--- src/rbsi_pkg.sv ---
`timescale 1ns / 1ps
// ----------------------------------------------------------------------------
// rbsi_pkg
// Shared widths, record types and arithmetic helpers of the ray/box slab test.
// ----------------------------------------------------------------------------
package rbsi_pkg;

   localparam int CW = 32;               // coordinate width
   localparam int FB = 16;               // fraction bits
   localparam int DW = CW + 1 + FB;      // dividend and quotient width
   localparam int LANES = 6;
   localparam int AXES = 3;
   localparam int CSR_IDX_W = 2;
   localparam int THR_W = 16;

   typedef enum logic [CSR_IDX_W-1:0] {
      CSR_BOX_LOW  = 2'd0,
      CSR_BOX_HIGH = 2'd1,
      CSR_PAR_THR  = 2'd2
   } csr_index_type;

   localparam logic [CW-1:0] CODE_MAX = {1'b0, {(CW-1){1'b1}}};
   localparam logic [CW-1:0] CODE_MIN = {1'b1, {(CW-1){1'b0}}};
   localparam logic [DW-1:0] LIM_POS  = {{(DW-CW+1){1'b0}}, {(CW-1){1'b1}}};
   localparam logic [DW-1:0] LIM_NEG  = {{(DW-CW){1'b0}}, 1'b1, {(CW-1){1'b0}}};

   // One division in flight: partial remainder, and a word that shifts the
   // dividend out at the top while quotient bits enter at the bottom.
   typedef struct packed {
      logic [CW-1:0] rem;
      logic [DW-1:0] work;
      logic [CW-1:0] den;
      logic          neg;
   } lane_type;

   typedef struct packed {
      logic par;
      logic lo_pos;
      logic hi_neg;
   } axis_type;

   typedef struct packed {
      lane_type [LANES-1:0] lane;
      axis_type [AXES-1:0]  axis;
   } stage_type;

   // One restoring division step: one quotient bit.
   function automatic lane_type div_step(lane_type l);
      lane_type        o;
      logic [CW:0]     trial;
      logic [CW+1:0]   diff;
      logic            qbit;
      trial = {l.rem, l.work[DW-1]};
      diff  = {1'b0, trial} - {2'b00, l.den};
      qbit  = ~diff[CW+1];
      o     = l;
      o.rem = qbit ? diff[CW-1:0] : trial[CW-1:0];
      o.work = {l.work[DW-2:0], qbit};
      return o;
   endfunction

   // Saturate the quotient magnitude and apply the sign.
   function automatic logic [CW-1:0] sat_quot(logic [DW-1:0] q, logic neg);
      logic [CW-1:0] r;
      if (neg) begin
         r = (q > LIM_NEG) ? CODE_MIN : (~q[CW-1:0] + {{(CW-1){1'b0}}, 1'b1});
      end else begin
         r = (q > LIM_POS) ? CODE_MAX : q[CW-1:0];
      end
      return r;
   endfunction

endpackage

--- src/rbsi_cell.sv ---
`timescale 1ns / 1ps
// ----------------------------------------------------------------------------
// rbsi_cell
// One stage of the divider row: one quotient bit for all six divisions.
// ----------------------------------------------------------------------------
module rbsi_cell
   import rbsi_pkg::*;
(
   input  logic      clock,
   input  logic      reset,
   input  logic      in_valid,
   output logic      in_ready,
   input  stage_type in_data,
   output logic      out_valid,
   input  logic      out_ready,
   output stage_type out_data
);

   logic      valid_ff;
   stage_type data_ff;
   stage_type data_in;

   always_comb begin
      data_in = in_data;
      for (int i = 0; i < LANES; i++) begin
         data_in.lane[i] = div_step(in_data.lane[i]);
      end
   end

   assign in_ready = ~valid_ff | out_ready;

   always_ff @(posedge clock) begin
      if (reset) begin
         valid_ff <= 1'b0;
      end else if (in_ready) begin
         valid_ff <= in_valid;
      end
   end

   always_ff @(posedge clock) begin
      if (in_ready && in_valid) begin
         data_ff <= data_in;
      end
   end

   assign out_valid = valid_ff;
   assign out_data  = data_ff;

endmodule

--- config.mk ---
export PLATFORM = sky130hd
export DESIGN_NAME = rbsi_cell
export DESIGN_NICKNAME = d
export VERILOG_FILES = /design/src/rbsi_pkg.sv /design/src/rbsi_cell.sv
export SDC_FILE = /design/constraint.sdc
export NUM_CORES = 1
export LEC_CHECK = 0
export ABC_AREA = 1
export BUFFER_PORTS_ARGS = -buffer_cell sky130_fd_sc_hd__buf_4
export CAP_MARGIN = 15
export CORE_AREA = 2 2 535 537
export DETAILED_ROUTE_END_ITERATION = 10
export DIE_AREA = 0 0 537 539
export PLACE_DENSITY = 0.3
export REMOVE_ABC_BUFFERS = 1
export SYNTH_ARGS = -nofsm -noshare
export SYNTH_HDL_FRONTEND = slang
export SYNTH_SLANG_ARGS = --single-unit
export TNS_END_PERCENT = 10
--- constraint.sdc ---
create_clock -name clock -period 40.6 [get_ports clock]
set_input_delay 4.06 -clock clock [delete_from_list [all_inputs] [get_ports clock]]
set_output_delay 4.06 -clock clock [all_outputs]
set_load 0.01 [all_outputs]
=== Word level (Yosys, flattened, before mapping) ===
Index checks and enable logic that the tools add are counted.

* Register bits: 694
* Input bits: 697
* Output and inout bits: 695
* Word-level logic and storage cells: 55

* Add/subtract/negate cells: 6
* Mux-type cells: 6
* Bitwise gates (word level): 8
* Reduce and logical (&&, ||, !) cells: 1

{| class="wikitable"
|+ Operator list
! kind !! count
|-
| $sub 33x32->34 || 6
|-
| $mux 32 || 6
|-
| $not 1->1 || 7
|-
| $logic_and 1x1->1 || 1
|-
| $or 1x1->1 || 1
|}

=== Logic depth before layout (Yosys ltp) ===
Gate-level depths: netlist of run 1.

* Word-level depth: 3
* Depth in mapped cells: 16
* Depth with buffers taken out: 15

=== Worst setup path after synthesis of run 1 ===
OpenSTA, ideal clock, no wires.

* Path kind: input port to flip-flop
* Start point: in in_valid
* End point: reg data_ff, in the netlist out_data[0], enable pin
* Library setup time: 1.984 ns
* Arrival time: 37.247 ns
* Required time: 38.616 ns
* Path slack: 1.369 ns
* Stages on the path: 2
* Path buffers: 0
* Cell sequence: inv_1 -> a21oi_1

* Longest elaborated chain between the ends: 1

{| class="wikitable"
|+ Ends and longest elaborated chain
! item !! RTL line !! RTL
|-
| from (decl) || rbsi_cell.sv:11 || <nowiki>input logic in_valid,</nowiki>
|-
| $logic_and 1x1->1 || rbsi_cell.sv:41 || <nowiki>if (in_ready && in_valid) begin</nowiki>
|-
| to (signal assigned) || rbsi_cell.sv:42 || <nowiki>data_ff <= data_in;</nowiki>
|-
| to (decl) || rbsi_cell.sv:20 || <nowiki>stage_type data_ff;</nowiki>
|}

Every way passes these cells.
A chain may end at the register's enable or synchronous reset.

=== Worst setup path in the final report of run 1 ===
* Start point: in out_ready
* End point: out in_ready

* Longest elaborated chain between the ends: 1

{| class="wikitable"
|+ Ends and longest elaborated chain
! item !! RTL line !! RTL
|-
| from (decl) || rbsi_cell.sv:15 || <nowiki>input logic out_ready,</nowiki>
|-
| $or 1x1->1 || rbsi_cell.sv:30 || <nowiki>assign in_ready = ~valid_ff | out_ready;</nowiki>
|-
| to (decl) || rbsi_cell.sv:12 || <nowiki>output logic in_ready,</nowiki>
|}

Every way passes these cells.

==> run summary, run 1 <==
Power per unit of standard cell area - 40.2 nW/um2
Cell count of the worst hold path - 2
Share of final-layout standard cells stronger than drive strength 1 - 27.8%
Signal arrival time at the worst endpoint - 4.80 ns
Area inside the core boundary - 284,000 um2
Area share of the largest cell type after synthesis - 52.9%
Worst slew margin - 29.8%
R2r worst-path depth - 5
Critical path class - in2out
Max cap viols - 0
Worst reg-to-reg setup slack - 36.07 ns
H-tree lvl count - 3
Post-detailed-route DRC marker count - 0
Worst-path clk slew - 0.06 ns
First-pass GRT wire length - 318,000 um
Startpoint type of the worst setup path - primary input
P&R area growth vs syn - 46.1%
Post-synth top area cell - sky130_fd_sc_hd__edfxtp_1
Site Rows - 196
Violation count after the first detailed-route iteration - 2,113
Number of primary I/O pins - 1,392
Number of hold violations in the final report - 0
Global-route usage over all layers - 16.1%
PostCTS Resize Cnt - 0
Sequential-to-total area share from yosys stat - 53.0%
Timing-limited maximum frequency - 113 MHz
Launch point of the critical path - out_ready
Cell area after synthesis - 39,300 um2
Horizontal die dimension - 537 um
Number of nets with antenna violations after detailed routing - 0
Number of instances in the synthesized netlist - 4,512
Number of flops mapped to enable cells by yosys - 693
Endpoint required time on the critical path - 36.54 ns
Clock tree skew after final layout - 0.0410 ns
Number of clock sinks - 694
Filler Cell Count - 31.9k
DR WL/cell - 24.6 um
Number of buffers inserted during clock tree synthesis - 102
Die Outline Area - 289,000 um2
Leakage power figure - 27.6 nW
Hold wc startpoint - out_valid$_SDFFE_PP0N_
Endpoints failing setup - 0
Share of the clock period used by the worst path - 21.8%
Final worst setup slack - 31.74 ns
Top FF cell, synth - sky130_fd_sc_hd__edfxtp_1
RR Startpoint - out_valid$_SDFFE_PP0N_
Post-Synthesis Mean Instance Area - 8.71 um2
Flops & latches, synth - 694
Clock network latency to the later pin of the worst-skew pair - 0.83 ns
Largest fanout of any net on the critical path - 2
Die height - 539 um
Main area contributors after synthesis - sky130_fd_sc_hd__edfxtp_1 53%, sky130_fd_sc_hd__nand2_1 15%, sky130_fd_sc_hd__inv_1 8.1%, sky130_fd_sc_hd__ha_1 6.1%, sky130_fd_sc_hd__nand3_1 4.6%
Slew at the pin closest to its max-slew limit - 1.05 ns
Half-perimeter wire length of the detailed placement result - 206,000 um
Final critical path time including I/O delays and setup - 8.86 ns
Setup Slack @ Placement - 31.64 ns
Post-CTS Hold Fix Bufs - 0
Result of the run - finished, final reports clean
Setup repair after global routing missed its margin - false
Final slew viol count - 0
Min-delay worst type - reg2reg
Final total negative setup slack - 0 ns
Post-CTS setup buffers - 0
Sort of element at the end of the critical path - output port
Worst-case vdd ir drop - 0.0000322 V
Total via count in the routed design - 35.6k
Most instantiated library cell after synthesis - sky130_fd_sc_hd__nand2_1
Number of distinct standard cells referenced by the synthesized netlist - 33
Yosys Warn Count - 0
Vias in the first global route - 35.9k
Initial antenna violation count - 100
Placer Congestion - 0.880
Worst-case clock buffer depth - 4
Routed via count divided by cell count - 3.62
Pre-antenna DRT Iters - 5
Largest net degree at the start of global routing - 129
Count of nets after finishing - 6,862
Buffers on Ports - 1,391
Commonest cells in the netlist - 1,601 x sky130_fd_sc_hd__nand2_1, 849 x sky130_fd_sc_hd__inv_1, 693 x sky130_fd_sc_hd__edfxtp_1
Clock root cell - sky130_fd_sc_hd__clkbuf_16
Async set-or-reset flop fraction in the synthesized netlist - 0%
CTS tree - built
Initial Utilization - 13.8%
Final WL - 242,000 um
Overflow left after global routing - 0
layout by cell type, fill, tap and decap left out, types with 7 or more instances in the layout:
| cell type | n |
|---|---|
| sky130_fd_sc_hd__a21oi_1 | 110 |
| sky130_fd_sc_hd__and2_1 | 54 |
| sky130_fd_sc_hd__buf_4 | 1404 |
| sky130_fd_sc_hd__bufinv_16 | 9 |
| sky130_fd_sc_hd__clkbuf_1 | 19 |
| sky130_fd_sc_hd__clkbuf_16 | 103 |
| sky130_fd_sc_hd__clkinv_1 | 23 |
| sky130_fd_sc_hd__clkinv_2 | 12 |
| sky130_fd_sc_hd__diode_2 | 13 |
| sky130_fd_sc_hd__edfxtp_1 | 693 |
| sky130_fd_sc_hd__ha_1 | 192 |
| sky130_fd_sc_hd__inv_1 | 849 |
| sky130_fd_sc_hd__inv_2 | 18 |
| sky130_fd_sc_hd__nand2_1 | 1601 |
| sky130_fd_sc_hd__nand2_2 | 15 |
| sky130_fd_sc_hd__nand2_4 | 7 |
| sky130_fd_sc_hd__nand3_1 | 364 |
| sky130_fd_sc_hd__nand3_2 | 56 |
| sky130_fd_sc_hd__nand3b_1 | 36 |
| sky130_fd_sc_hd__nand4_1 | 36 |
| sky130_fd_sc_hd__nor2_1 | 245 |
| sky130_fd_sc_hd__nor2_2 | 12 |
| sky130_fd_sc_hd__nor3_1 | 24 |
| sky130_fd_sc_hd__o21ai_0 | 12 |
| sky130_fd_sc_hd__xor2_1 | 85 |
routing by layer:
| metal | track usage, % | part of all wire [%] | up-vias |
|---|---|---|---|
| li1 | - | - | 17313 |
| met1 | 18.6 | 40 | 16700 |
| met2 | 28.5 | 49 | 1210 |
| met3 | 5.48 | 8.5 | 287 |
| met4 | 3.13 | 2.0 | 42 |
| met5 | 0 | 0.11 | - |
path summary, 6_finish.rpt:
check / to
worst max-delay path: in_ready
worst min-delay path: out_valid$_SDFFE_PP0N_
worst max register to register: out_data[372]$_DFFE_PP_
worst min register to register: out_valid$_SDFFE_PP0N_
power breakdown:
group | total [mW] | leakage, nW | switching (mW) | internal (mW)
registers | 0.884 | 6.72 | 0.0223 | 0.862
logic | 0.531 | 19.3 | 0.334 | 0.197
clock network | 0.895 | 1.56 | 0.372 | 0.523
total | 2.31 | 27.6 | 0.728 | 1.58
through the flow:
stage	utilization [%]	power, mW	cell area, um2	cells	hold WS, ns
after floorplan	-	1.19	38900	4457	0.577
after global placement	19.1	1.45	54200	9625	0.791
after detailed placement	19.1	1.44	54200	9625	0.769
after CTS	20.2	2.38	57400	9809	0.788
after global routing	20.2	2.44	57400	9813	0.820
final	20.2	2.31	57400	9822	0.745
final cells by class:
class / instances / area [um2] / area share, %
Antenna cell: 13 / 32.5 / 0.0566
Clock buffer: 123 / 2660 / 4.64
Clock inverter: 61 / 569 / 0.991
Inverter: 867 / 3250 / 5.67
Multi-Input combinational cell: 2896 / 14800 / 25.8
Sequential cell: 694 / 20800 / 36.3
Tap cell: 3762 / 4710 / 8.20
Timing Repair Buffer: 1406 / 10600 / 18.4
logic make-up (layout without fill, tap and decap cells):
group | after synthesis | count (layout) | synth area share [%]
XOR/XNOR | 90 | 90 | 2.01
AND/OR/NAND/NOR | 2473 | 2473 | 27.4
adder cells (fa/ha/maj) | 198 | 198 | 6.42
buffers and inverters | 922 | 2457 | 9.40
AO/OA/AOI/OAI | 135 | 135 | 1.81
flip-flops | 694 | 694 | 53.0
other | 0 | 13 | 0
registers in the layout, indices dropped and copies added, names as in the netlist:
name	flops
out_valid	1
out_data	693
worst max-delay path, stage by stage:
cell                      delay (ns)
sky130_fd_sc_hd__buf_4          0.13
sky130_fd_sc_hd__inv_1          0.22
sky130_fd_sc_hd__nand2_1        0.19
sky130_fd_sc_hd__buf_4          0.19
Note: power is estimated with default switching activity, not from simulation.
==> run 2: changes to the inputs <==
Clock period 40.6 ns to 8.67 ns, I/O delays scaled along.
==> run 2 against run 1 <==
Against the previous run: global-route usage increased by 0.34 points; non-clock buffer count decreased by 1; count of clock-buffer cells in the layout increased by 7; setup slack got worse by 26 ns; total power increased to 4.8 times the previous value; sequential cell count unchanged; combinational power increased to 4.7 times the previous value; clock power increased to 5.1 times the previous value; final area increased by 0.50%; largest cell class unchanged.
==> run summary, run 2 (same netlist as run 1, synthesis figures left out) <==
Result of the run - finished, final reports clean
Die height - 539 um
Placer Congestion - 0.894
Leading cell types in the layout, fill and taps excluded - 1,601 x sky130_fd_sc_hd__nand2_1, 1,399 x sky130_fd_sc_hd__buf_4, 849 x sky130_fd_sc_hd__inv_1
Setup repair after global routing missed its margin - false
H-tree lvl count - 3
Endpoint required time on the critical path - 9.22 ns
Number of clock sinks - 694
Violation count after the first detailed-route iteration - 2,122
Launch point of the critical path - in_data[30]
PostCTS Resize Cnt - 0
Setup Slack @ Placement - 4.92 ns
Max cap viols - 0
Critical path class - in2reg
Area inside the core boundary - 284,000 um2
Largest net degree at the start of global routing - 118
Horizontal die dimension - 537 um
Largest fanout of any net on the critical path - 34
Non-filler instance count after layout - 9,827
Total via count in the routed design - 35.9k
Share of final-layout standard cells stronger than drive strength 1 - 27.9%
Min-delay worst type - in2reg
Worst slew margin - 33.3%
Pre-antenna DRT Iters - 9
Number of nets with antenna violations after detailed routing - 0
Final worst setup slack - 5.74 ns
RR Startpoint - out_valid$_SDFFE_PP0N_
Clock tree skew after final layout - 0.0672 ns
Final critical path time including I/O delays and setup - 2.93 ns
Global-route usage over all layers - 16.4%
Clock network latency to the later pin of the worst-skew pair - 0.86 ns
Timing-limited maximum frequency - 341 MHz
Half-perimeter wire length of the detailed placement result - 209,000 um
Worst-path clk slew - 0.07 ns
CTS tree - built
Largest register FFs - 693
Power per unit of standard cell area - 193 nW/um2
Worst-case vdd ir drop - 0.000132 V
Initial Utilization - 13.8%
Number of buffers inserted during clock tree synthesis - 107
Initial antenna violation count - 94
Number of primary I/O pins - 1,392
Endpoints failing setup - 0
Overflow left after global routing - 0
Post-CTS setup buffers - 0
DR WL/cell - 25.2 um
Clock root cell - sky130_fd_sc_hd__clkbuf_16
Post-CTS Hold Fix Bufs - 0
Slew at the pin closest to its max-slew limit - 0.998 ns
Site Rows - 196
First-pass GRT wire length - 324,000 um
Final total negative setup slack - 0 ns
Worst reg-to-reg setup slack - 5.99 ns
Leakage power figure - 27.8 nW
Final slew viol count - 0
P&R area growth vs syn - 46.8%
Vias in the first global route - 36.6k
Share of the clock period used by the worst path - 33.8%
Signal arrival time at the worst endpoint - 3.48 ns
Final WL - 247,000 um
Sort of element at the end of the critical path - flop
Die Outline Area - 289,000 um2
Most common cell after layout, fill and taps aside - sky130_fd_sc_hd__nand2_1
Startpoint type of the worst setup path - primary input
Number of placed cells counting well taps - 9,624
Number of hold violations in the final report - 0
Worst-case clock buffer depth - 4
Routed via count divided by cell count - 3.65
Post-detailed-route DRC marker count - 0
Count of nets after finishing - 6,866
Hold wc startpoint - in_data[498]
Buffers on Ports - 1,391
-- run 2: path summary, 6_finish.rpt --
kind	cells past startpoint	to
max	13	out_data[119]$_DFFE_PP_
min	1	out_data[499]$_DFFE_PP_
max reg2reg	3	out_data[429]$_DFFE_PP_
min reg2reg	2	out_valid$_SDFFE_PP0N_
-- run 2: worst max-delay path, stage by stage --
cell and delay [ns]:
sky130_fd_sc_hd__buf_4 0.08, sky130_fd_sc_hd__inv_1 0.04, sky130_fd_sc_hd__ha_1 0.35, sky130_fd_sc_hd__nand2_1 0.14
sky130_fd_sc_hd__inv_1 0.07, sky130_fd_sc_hd__nand2_1 0.07, sky130_fd_sc_hd__nand3_1 0.12, sky130_fd_sc_hd__a21oi_2 0.21
sky130_fd_sc_hd__nor2_1 0.10, sky130_fd_sc_hd__nor2_4 0.76, sky130_fd_sc_hd__nand2_8 0.40, sky130_fd_sc_hd__nand3_1 0.17
sky130_fd_sc_hd__nand2_1 0.07
-- run 2: metal layers --
layer	track usage [%]	vias up	share of wire, %
li1	-	17337	-
met1	18.6	16901	39
met2	28.4	1289	49
met3	5.95	325	8.8
met4	5.02	44	3.3
met5	0	-	0.12
-- run 2: power breakdown --
part | leakage [nW] | internal, mW | switching [mW]
Combinational | 19.4 | 0.924 | 1.57
Sequential | 6.72 | 4.04 | 0.115
Clock | 1.68 | 2.69 | 1.84
-- run 2: through the flow --
stage | power (mW) | utilization [%] | cell area (um2) | hold WS, ns
2_1_floorplan | 5.58 | - | 38900 | 0.577
4_1_cts | 11.5 | 20.3 | 57700 | 0.0919
6_report | 11.2 | 20.3 | 57700 | 0.186
3_3_place_gp | 6.79 | 19.1 | 54200 | 0.705
3_5_place_dp | 6.77 | 19.1 | 54200 | 0.717
5_1_grt | 11.8 | 20.3 | 57700 | 0.119
-- run 2: layout make-up --
type                            count  area [um2]
Antenna cell                       14        35.0
Clock buffer                      130        2790
Clock inverter                     59         691
Fill cell                       31934      226000
Inverter                          867        3250
Multi-Input combinational cell   2896       14800
Sequential cell                   694       20800
Tap cell                         3762        4710
Timing Repair Buffer             1405       10600
