--- src/rbsi_pkg.sv ---
`timescale 1ns / 1ps
// ----------------------------------------------------------------------------
// rbsi_pkg
// Shared widths, record types and arithmetic helpers of the ray/box slab test.
// ----------------------------------------------------------------------------
package rbsi_pkg;

   localparam int CW = 32;               // coordinate width
   localparam int FB = 16;               // fraction bits
   localparam int DW = CW + 1 + FB;      // dividend and quotient width
   localparam int LANES = 6;
   localparam int AXES = 3;
   localparam int CSR_IDX_W = 2;
   localparam int THR_W = 16;

   typedef enum logic [CSR_IDX_W-1:0] {
      CSR_BOX_LOW  = 2'd0,
      CSR_BOX_HIGH = 2'd1,
      CSR_PAR_THR  = 2'd2
   } csr_index_type;

   localparam logic [CW-1:0] CODE_MAX = {1'b0, {(CW-1){1'b1}}};
   localparam logic [CW-1:0] CODE_MIN = {1'b1, {(CW-1){1'b0}}};
   localparam logic [DW-1:0] LIM_POS  = {{(DW-CW+1){1'b0}}, {(CW-1){1'b1}}};
   localparam logic [DW-1:0] LIM_NEG  = {{(DW-CW){1'b0}}, 1'b1, {(CW-1){1'b0}}};

   // One division in flight: partial remainder, and a word that shifts the
   // dividend out at the top while quotient bits enter at the bottom.
   typedef struct packed {
      logic [CW-1:0] rem;
      logic [DW-1:0] work;
      logic [CW-1:0] den;
      logic          neg;
   } lane_type;

   typedef struct packed {
      logic par;
      logic lo_pos;
      logic hi_neg;
   } axis_type;

   typedef struct packed {
      lane_type [LANES-1:0] lane;
      axis_type [AXES-1:0]  axis;
   } stage_type;

   // One restoring division step: one quotient bit.
   function automatic lane_type div_step(lane_type l);
      lane_type        o;
      logic [CW:0]     trial;
      logic [CW+1:0]   diff;
      logic            qbit;
      trial = {l.rem, l.work[DW-1]};
      diff  = {1'b0, trial} - {2'b00, l.den};
      qbit  = ~diff[CW+1];
      o     = l;
      o.rem = qbit ? diff[CW-1:0] : trial[CW-1:0];
      o.work = {l.work[DW-2:0], qbit};
      return o;
   endfunction

   // Saturate the quotient magnitude and apply the sign.
   function automatic logic [CW-1:0] sat_quot(logic [DW-1:0] q, logic neg);
      logic [CW-1:0] r;
      if (neg) begin
         r = (q > LIM_NEG) ? CODE_MIN : (~q[CW-1:0] + {{(CW-1){1'b0}}, 1'b1});
      end else begin
         r = (q > LIM_POS) ? CODE_MAX : q[CW-1:0];
      end
      return r;
   endfunction

endpackage

--- src/rbsi_prep.sv ---
`timescale 1ns / 1ps
// ----------------------------------------------------------------------------
// rbsi_prep
// Forms the slab numerators, direction magnitudes and parallel flags of an item.
// ----------------------------------------------------------------------------
module rbsi_prep
   import rbsi_pkg::*;
(
   input  logic                  clock,
   input  logic                  reset,
   input  logic                  in_valid,
   output logic                  in_ready,
   input  logic signed [CW-1:0]  origin [AXES],
   input  logic signed [CW-1:0]  dir [AXES],
   input  logic signed [CW-1:0]  box_low,
   input  logic signed [CW-1:0]  box_high,
   input  logic [THR_W-1:0]      par_thr,
   output logic                  out_valid,
   input  logic                  out_ready,
   output stage_type             out_data
);

   logic      valid_ff;
   stage_type data_ff;
   stage_type data_in;

   always_comb begin
      logic [CW:0]   nlo;
      logic [CW:0]   nhi;
      logic [CW:0]   mlo;
      logic [CW:0]   mhi;
      logic [CW-1:0] md;
      data_in = '0;
      for (int a = 0; a < AXES; a++) begin
         nlo = {box_low[CW-1], box_low} - {origin[a][CW-1], origin[a]};
         nhi = {box_high[CW-1], box_high} - {origin[a][CW-1], origin[a]};
         mlo = nlo[CW] ? (~nlo + 1'b1) : nlo;
         mhi = nhi[CW] ? (~nhi + 1'b1) : nhi;
         md  = dir[a][CW-1] ? (~dir[a] + 1'b1) : dir[a];
         data_in.axis[a].par    = (md == '0) ||
                                  (md < {{(CW-THR_W){1'b0}}, par_thr});
         data_in.axis[a].lo_pos = ~nlo[CW] && (nlo != '0);
         data_in.axis[a].hi_neg = nhi[CW];
         data_in.lane[2*a].rem    = '0;
         data_in.lane[2*a].work   = {mlo, {FB{1'b0}}};
         data_in.lane[2*a].den    = md;
         data_in.lane[2*a].neg    = nlo[CW] ^ dir[a][CW-1];
         data_in.lane[2*a+1].rem  = '0;
         data_in.lane[2*a+1].work = {mhi, {FB{1'b0}}};
         data_in.lane[2*a+1].den  = md;
         data_in.lane[2*a+1].neg  = nhi[CW] ^ dir[a][CW-1];
      end
   end

   assign in_ready = ~valid_ff | out_ready;

   always_ff @(posedge clock) begin
      if (reset) begin
         valid_ff <= 1'b0;
      end else if (in_ready) begin
         valid_ff <= in_valid;
      end
   end

   always_ff @(posedge clock) begin
      if (in_ready && in_valid) begin
         data_ff <= data_in;
      end
   end

   assign out_valid = valid_ff;
   assign out_data  = data_ff;

endmodule

--- config.mk ---
export PLATFORM = sky130hd
export DESIGN_NAME = rbsi_prep
export DESIGN_NICKNAME = d
export VERILOG_FILES = /design/src/rbsi_pkg.sv /design/src/rbsi_prep.sv
export SDC_FILE = /design/constraint.sdc
export NUM_CORES = 1
export LEC_CHECK = 0
export BUFFER_PORTS_ARGS = -buffer_cell sky130_fd_sc_hd__clkbuf_2
export CAP_MARGIN = 20
export CORE_AREA = 4 4 373 375
export CTS_CLUSTER_SIZE = 40
export DETAILED_ROUTE_END_ITERATION = 8
export DIE_AREA = 0 0 377 379
export SLEW_MARGIN = 10
export SYNTH_ARGS = -nofsm -noshare
export SYNTH_HDL_FRONTEND = slang
export SYNTH_SLANG_ARGS = --single-unit
--- constraint.sdc ---
create_clock -name clock -period 19 [get_ports clock]
set_input_delay 1.9 -clock clock [delete_from_list [all_inputs] [get_ports clock]]
set_output_delay 1.9 -clock clock [all_outputs]
set_load 0.005 [all_outputs]
Word-level counts from Yosys, hierarchy flattened. Index checks and enable logic that the tools add are counted.

Muxes and demuxes: 9. Add/sub/neg operators: 15. Reductions and logical operators: 13. Magnitude comparators: 3. Bitwise gates (word level): 20.

Operator list (count): $mux 32 (9); $add 33x1->33 const B (6); $not 33->33 (6); $sub 32x32->33 (6); $reduce_bool 33->1 (3); $add 32x1->32 const B (3); $logic_not 32->1 (3); $lt 32x16->1 (3); $not 32->32 (3); $xor 1x1->1 (6); $logic_and 1x1->1 (4); $not 1->1 (4); $logic_or 1x1->1 (3); $or 1x1->1 (1).

Logic and storage cells: 91. Input bits: 276. Output and inout port bits: 695. Flip-flop bits (word level): 310.

Depth between registers and ports, before layout. Gate-level depths: netlist of the first run.

Depth after elaboration: 5. Mapped depth: 16. Gate-level depth less buffers: 15.

Least setup slack after synthesis of the first run. OpenSTA, ideal clock, no wires.

Kind: input -> register. Start point: in out_ready. End point: reg data_ff (netlist bit out_data[0]), enable pin. Setup slack: 9.212 ns. Path buffers: 0. Data arrival time: 9.077 ns. Required time: 18.289 ns. Library setup time: 0.711 ns. Cell stages on the path: 2. Path through: nand2b_1 > and2_1.

Cells in the longest elaborated chain, start to end: 2.

RTL lines: start: declaration (RTL line rbsi_prep.sv:19) `input logic out_ready,`; $or 1x1->1 (RTL line rbsi_prep.sv:55) `assign in_ready = ~valid_ff | out_ready;`; $logic_and 1x1->1 (RTL line rbsi_prep.sv:66) `if (in_ready && in_valid) begin`; end signal: assignment (RTL line rbsi_prep.sv:67) `data_ff <= data_in;`; end: declaration (RTL line rbsi_prep.sv:24) `stage_type data_ff;`.

Every way passes these cells. A chain may end at the register's enable or synchronous reset.

==> impl_metrics.env, run 1 <==
export IMPL_cts_root_buf="clkbuf_16"
export IMPL_wl_per_cell_um=25.2
export IMPL_initial_core_util_pct=23.6
export IMPL_dp_cells=5902
export IMPL_r2r_end="out_data[370]"
export IMPL_ff2ff_path_depth=3
export IMPL_clkTransAtPathRegs_ns=0.06
export IMPL_core_um2=135000
export IMPL_grt_pass1_vias=27600
export IMPL_clk_latency_ns=0.62
export IMPL_async_flop_share_pct=0
export IMPL_cts_hold_buf=0
export IMPL_p_int_uw=1810
export IMPL_hold_depth=2
export IMPL_drt_initial_drc_count=2095
export IMPL_p_comb_share_pct=38.5
export IMPL_finalClockSkew_ns=0.0338
export IMPL_maxCapViolations=0
export IMPL_hold_start="out_valid"
export IMPL_holdPathEnd="out_valid"
export IMPL_synth_warning_count=0
export IMPL_fmax_mhz=157
export IMPL_io_pins=971
export IMPL_synth_edf_count=309
export IMPL_crit_required_ns=19.35
export IMPL_die_h_um=379
export IMPL_via_per_inst=4.92
export IMPL_numCtsBuffers=42
export IMPL_io_buffers=682
export IMPL_netSwitchingPower_uw=1120
export IMPL_grt_overflow=0
export IMPL_total_power_uw=2930
export IMPL_status="finished, final reports clean"
export IMPL_drc=0
export IMPL_dp_hpwl_mm=130
export IMPL_grt_pass1_wl_mm=203
export IMPL_grt_max_degree=135
export IMPL_syn_avg_cell_area_um2=8.79
export IMPL_min_path_type="reg2reg"
export IMPL_swShare_pct=38.3
export IMPL_track_usage_pct=19.9
export IMPL_placed_area_um2=35400
export IMPL_dieArea_um2=143000
export IMPL_power_frac_seq_pct=33.1
export IMPL_path_class="in2reg"
export IMPL_cp_slowest_stage_delay_ns=0.91
export IMPL_num_nets_final=4696
export IMPL_hold_violations=0
export IMPL_end_kind="register"
export IMPL_worstMarginPinSlew_ns=1.08
export IMPL_setup_viol=0
export IMPL_gp_congestion=0.938
export IMPL_slew_viol_final=0
export IMPL_fin_crit_sh_pct=33.5
export IMPL_start_kind="primary input"
export IMPL_reg2reg_setup_slack_ns=16.55
export IMPL_ctsResizeCount=0
export IMPL_finalNonFillerCells=5989
export IMPL_antenna_found_initial=36
export IMPL_vias=29500
export IMPL_slew_headroom_pct=27.1
export IMPL_area_delta_synth_final_pct=15.5
export IMPL_ys_types=104
export IMPL_cts_buffer_depth=3
export IMPL_htreeDepth=2
export IMPL_powerDensity_nw_per_um2=79.5
export IMPL_leakage_uw=0.0158
export IMPL_fin_area_um2=36800
export IMPL_fin_crit_ns=6.36
export IMPL_seq_area_frac_synth_pct=29.1
export IMPL_ant_nets=0
export IMPL_drt_pass1_iterations=6
export IMPL_drive_above_1_share_pct=19.8
export IMPL_clkPwrFrac_pct=28.4
export IMPL_synth_ff_type="edfxtp_1"
export IMPL_crit_slowest_cell="nor4b_1"
export IMPL_r2r_start="out_valid"
export IMPL_die_width_um=377
export IMPL_ys_ff_latch=310
export IMPL_syn_area_um2=31900
export IMPL_synth_cells=3630
export IMPL_irDropWorstVdd_v=0.0000549
export IMPL_utilization_pct=27.2
export IMPL_crit_arrival_ns=6.72
export IMPL_cts_setup_buffers=0
export IMPL_cts_sinks=310
export IMPL_cts_tree="yes"
export IMPL_crit_chain="clkbuf_2 -> inv_1 -> ha_1 -> fa_1 -> nand2b_1 -> a211oi_1 -> o211a_1 -> a211oi_1 -> xnor2_1 -> nor4b_1 -> nor4b_1 -> nand3_1 -> o41ai_1 -> xnor2_1"
export IMPL_path_max_fanout=7
export IMPL_finalSetupTns_ns=0
export IMPL_num_rows=135
export IMPL_rsz0062_at_grt="no"
export IMPL_wl_mm=151
-- critical path: cells and delay by family --
family | cells | cell delay, ns
simple gates | 4 | 1.91
compound gates | 4 | 1.50
fa+ha+maj | 2 | 0.70
buf+inv | 2 | 0.34
xor+xnor | 2 | 0.34
-- kinds of logic (layout without fill, tap and decap cells) --
family                     Yosys count  count (layout)  share of synthesized area, %
and+or+nand+nor                    983             983                          16.0
AOI/OAI and AO/OA                  960             960                          20.2
buffers and inverters              697             975                          12.8
xor gates and xnor gates           408             408                          11.2
DFF                                310             310                          29.1
adders and majority gates          255             255                          10.1
muxes                               16              16                         0.530
other                                1             301                        0.0118
-- sequential cells by signal, summed over array words and instances, names as in the netlist --
name	flops
out_data	309
out_valid	1
-- cells in the final DEF, fill, tap and decap left out, drive strengths merged, types with 38 or more instances in the layout --
master  netlist  final
a211oi       44     44
a21o        101    101
a21oi       225    225
a31oi        54     54
and2         43     43
and3         49     49
clkbuf       92    729
conb          1    288
edfxtp      309    309
ha          249    249
inv         206    213
nand2       247    247
nand2b       46     46
nand3        76     76
nand4        38     38
nor2        179    179
nor3         82     82
o21a         41     41
o21ai       193    193
o31ai        59     59
or3          39     39
or4          39     39
xnor2       294    294
xor2        114    114
-- power groups by stage --
stage | combinational (uW) | sequential (uW) | clock, uW
floorplan | 728 | 969 | 0
CTS | 1130 | 973 | 865
global route | 1230 | 976 | 892
finish | 1130 | 968 | 832
detailed placement | 1120 | 985 | 0
global placement | 1120 | 986 | 0
-- Yosys cell counts (12+ instances only) --
master	count	area, um2
ha_1	249	3120
or3_1	39	244
xnor2_1	294	2570
o31ai_1	58	435
a41oi_1	13	114
nor2_1	179	672
a31oi_1	52	325
a221oi_1	12	105
nor3_1	82	410
o31a_1	21	184
o211ai_1	29	218
a21o_1	101	758
nor4_1	28	175
nand2_1	247	927
edfxtp_1	309	9280
nor2b_1	31	194
a21oi_1	223	1120
or4_1	39	293
and2_1	41	257
o21bai_1	21	158
nand3_1	76	380
or2_2	22	138
inv_1	205	769
nand4_1	38	238
buf_4	386	2900
a211oi_1	42	315
clkbuf_1	90	338
o21ai_0	186	931
xor2_1	114	998
nand2b_1	46	288
o41ai_1	19	166
o2111ai_1	14	123
and3_1	48	300
o21a_1	41	308
-- metrics by stage --
| step | hold slack (ns) | worst slack [ns] |
|---|---|---|
| 4_1_cts | 0.551 | 12.82 |
| 2_1_floorplan | 0.522 | 9.21 |
| 3_3_place_gp | 0.517 | 12.14 |
| 3_5_place_dp | 0.544 | 12.17 |
| 5_1_grt | 0.622 | 12.44 |
| 6_report | 0.552 | 12.64 |
-- worst max-delay path by stage --
| stage | cells past startpoint | start | slack (ns) | end |
|---|---|---|---|---|
| after detailed placement | 14 | box_high[0] | 12.17 | out_data[203] |
| after floorplan | 2 | out_ready | 9.21 | out_data[0] |
| after CTS | 14 | box_high[0] | 12.82 | out_data[203] |
| final | 14 | box_high[0] | 12.64 | out_data[203] |
| after global routing | 14 | box_high[0] | 12.44 | out_data[203] |
| after global placement | 14 | box_high[0] | 12.14 | out_data[203] |
-- cell type report --
cell class              count  area, um2
clock buffers              47       1090
inverters                 208        781
repair buffers            693       3510
fillers                 14500      98500
flip-flops and latches    310       9300
clock inverters            27        303
diodes                     13       32.5
well taps                1781       2230
multi-input cells        2910      19600
-- per-layer routing --
| layer | wire length [um] | vias up | global-route usage [%] |
|---|---|---|---|
| met5 | 229 | - | 0 |
| met4 | 7750 | 34 | 9.49 |
| met3 | 11300 | 224 | 4.44 |
| met2 | 71800 | 1271 | 34.2 |
| met1 | 59800 | 14200 | 23.5 |
| li1 | - | 13700 | - |
No activity file was read; power rests on OpenSTA's default activity.
==> run 2, diff against run 1 <==
==> constraint.sdc (replaced) <==
create_clock -name clock -period 6.5 [get_ports clock]
set_input_delay 0.65 -clock clock [delete_from_list [all_inputs] [get_ports clock]]
set_output_delay 0.65 -clock clock [all_outputs]
set_load 0.005 [all_outputs]
==> run 2 against run 1 <==
Combinational power grew to 2.9 times the previous value. Die area unchanged. Utilization is 0.053 points lower. Hold slack lost 0.36 ns. Clock skew rose by 0.0022 ns.
==> impl_metrics.env, run 2 (synthesized netlist as in run 1, its figures left out) <==
export IMPL_start_kind="primary input"
export IMPL_grt_overflow=0
export IMPL_io_pins=971
export IMPL_track_usage_pct=19.9
export IMPL_fill_cells=14600
export IMPL_core_um2=135000
export IMPL_ant_nets=0
export IMPL_crit_end="out_data[90]"
export IMPL_grt_max_degree=110
export IMPL_path_max_fanout=9
export IMPL_clk_latency_ns=0.64
export IMPL_reg2reg_setup_slack_ns=4.39
export IMPL_slew_viol_final=0
export IMPL_cts_setup_buffers=0
export IMPL_irDropWorstVdd_v=0.000165
export IMPL_fmax_mhz=202
export IMPL_dp_hpwl_mm=130
export IMPL_r2r_start="out_valid"
export IMPL_num_nets_final=4699
export IMPL_drt_initial_drc_count=2238
export IMPL_end_kind="register"
export IMPL_finalSetupTns_ns=0
export IMPL_drt_pass1_iterations=5
export IMPL_numCtsBuffers=39
export IMPL_drive_above_1_share_pct=19.7
export IMPL_rsz0062_at_grt="no"
export IMPL_grt_pass1_vias=27700
export IMPL_worstMarginPinSlew_ns=0.866
export IMPL_vias=29600
export IMPL_grt_pass1_wl_mm=203
export IMPL_min_path_type="in2reg"
export IMPL_setup_worst_path_start="box_low[0]"
export IMPL_cts_sinks=310
export IMPL_dieArea_um2=143000
export IMPL_area_delta_synth_final_pct=15.3
export IMPL_path_class="in2reg"
export IMPL_powerDensity_nw_per_um2=228
export IMPL_crit_arrival_ns=5.33
export IMPL_largest_reg_flops=309
export IMPL_r2r_end="out_data[383]"
export IMPL_hold_start="reset"
export IMPL_die_h_um=379
export IMPL_via_per_inst=4.95
export IMPL_cts_root_buf="clkbuf_16"
export IMPL_io_buffers=682
export IMPL_ctsResizeCount=0
export IMPL_total_power_uw=8390
export IMPL_initial_core_util_pct=23.6
export IMPL_leakage_uw=0.0158
export IMPL_wl_mm=151
export IMPL_fin_crit_sh_pct=76.3
export IMPL_setup_viol=0
export IMPL_drc=0
export IMPL_num_rows=135
export IMPL_final_common_cell="clkbuf_2"
export IMPL_ff2ff_path_depth=3
export IMPL_fin_crit_ns=4.96
export IMPL_htreeDepth=2
export IMPL_slew_headroom_pct=41.8
export IMPL_gp_congestion=0.935
export IMPL_finalClockSkew_ns=0.0360
export IMPL_hold_violations=0
export IMPL_status="finished, final reports clean"
export IMPL_wl_per_cell_um=25.3
export IMPL_antenna_found_initial=38
export IMPL_cts_buffer_depth=3
export IMPL_maxCapViolations=0
export IMPL_clkTransAtPathRegs_ns=0.06
export IMPL_die_width_um=377
export IMPL_crit_required_ns=6.87
export IMPL_mostFrequentLayoutCells="clkbuf_2, edfxtp_1, xnor2_1"
export IMPL_cts_tree="yes"
export IMPL_cts_hold_buf=0
## run 2: cell count changes in the layout (fill, tap and decap cells not counted), sizes merged
cell and change:
clkinvlp -1, clkinv +4, bufinv -2, inv +1, diode +1, clkbuf -6, buf +6
## run 2: layer usage
layer / global-route usage [%] / vias to the layer above / part of all wire, %
met4: 9.13 / 26 / 4.9
met1: 23.4 / 14300 / 39
met5: 0 / - / 0.11
met3: 4.15 / 202 / 7.7
met2: 34.8 / 1414 / 48
li1: - / 13700 / -
## run 2: how the worst min path moves through the flow
stage,cells past startpoint,slack (ns),to
after detailed placement,2,0.52,out_valid
after global routing,2,0.16,out_valid
final,2,0.19,out_valid
after global placement,2,0.50,out_valid
after CTS,2,0.14,out_valid
after floorplan,2,0.52,out_valid
## run 2: critical path: stages
cell and delay (ns):
clkbuf_2 0.17, inv_1 0.24, ha_1 0.29, fa_1 0.47, nand2b_1 0.25, a21oi_1 0.31, a32oi_1 0.13, a222oi_1 0.43
o2111a_1 0.30, nand4_1 0.15, or3_1 0.50, or3_1 0.40, or4_1 0.39, or3_1 0.32, ha_1 0.28, nor2_1 0.04
## run 2: area by class of cell
class,instances,area (um2),area share (%)
Antenna cell,14,35.0,0.0953
Clock buffer,41,983,2.67
Timing Repair Buffer,699,3570,9.70
Tap cell,1781,2230,6.06
Clock inverter,29,279,0.759
Multi-Input combinational cell,2910,19600,53.3
Sequential cell,310,9300,25.3
Inverter,208,781,2.12
## run 2: per-stage QoR
step           hold slack (ns)  cell area (um2)  std cells  setup slack (ns)  utilization [%]
3_3_place_gp             0.502            35500       5908             0.993             26.2
6_report                 0.194            36800       5992              1.54             27.2
4_1_cts                  0.140            36700       5978              1.62             27.2
3_5_place_dp             0.523            35500       5908             0.949             26.2
5_1_grt                  0.161            36700       5982              1.36             27.2
2_1_floorplan            0.522            33000       3917              1.46                -
## run 2: power breakdown
group	switching, uW	internal, uW
Sequential	185	2650
Combinational	2080	1220
Clock	1020	1240
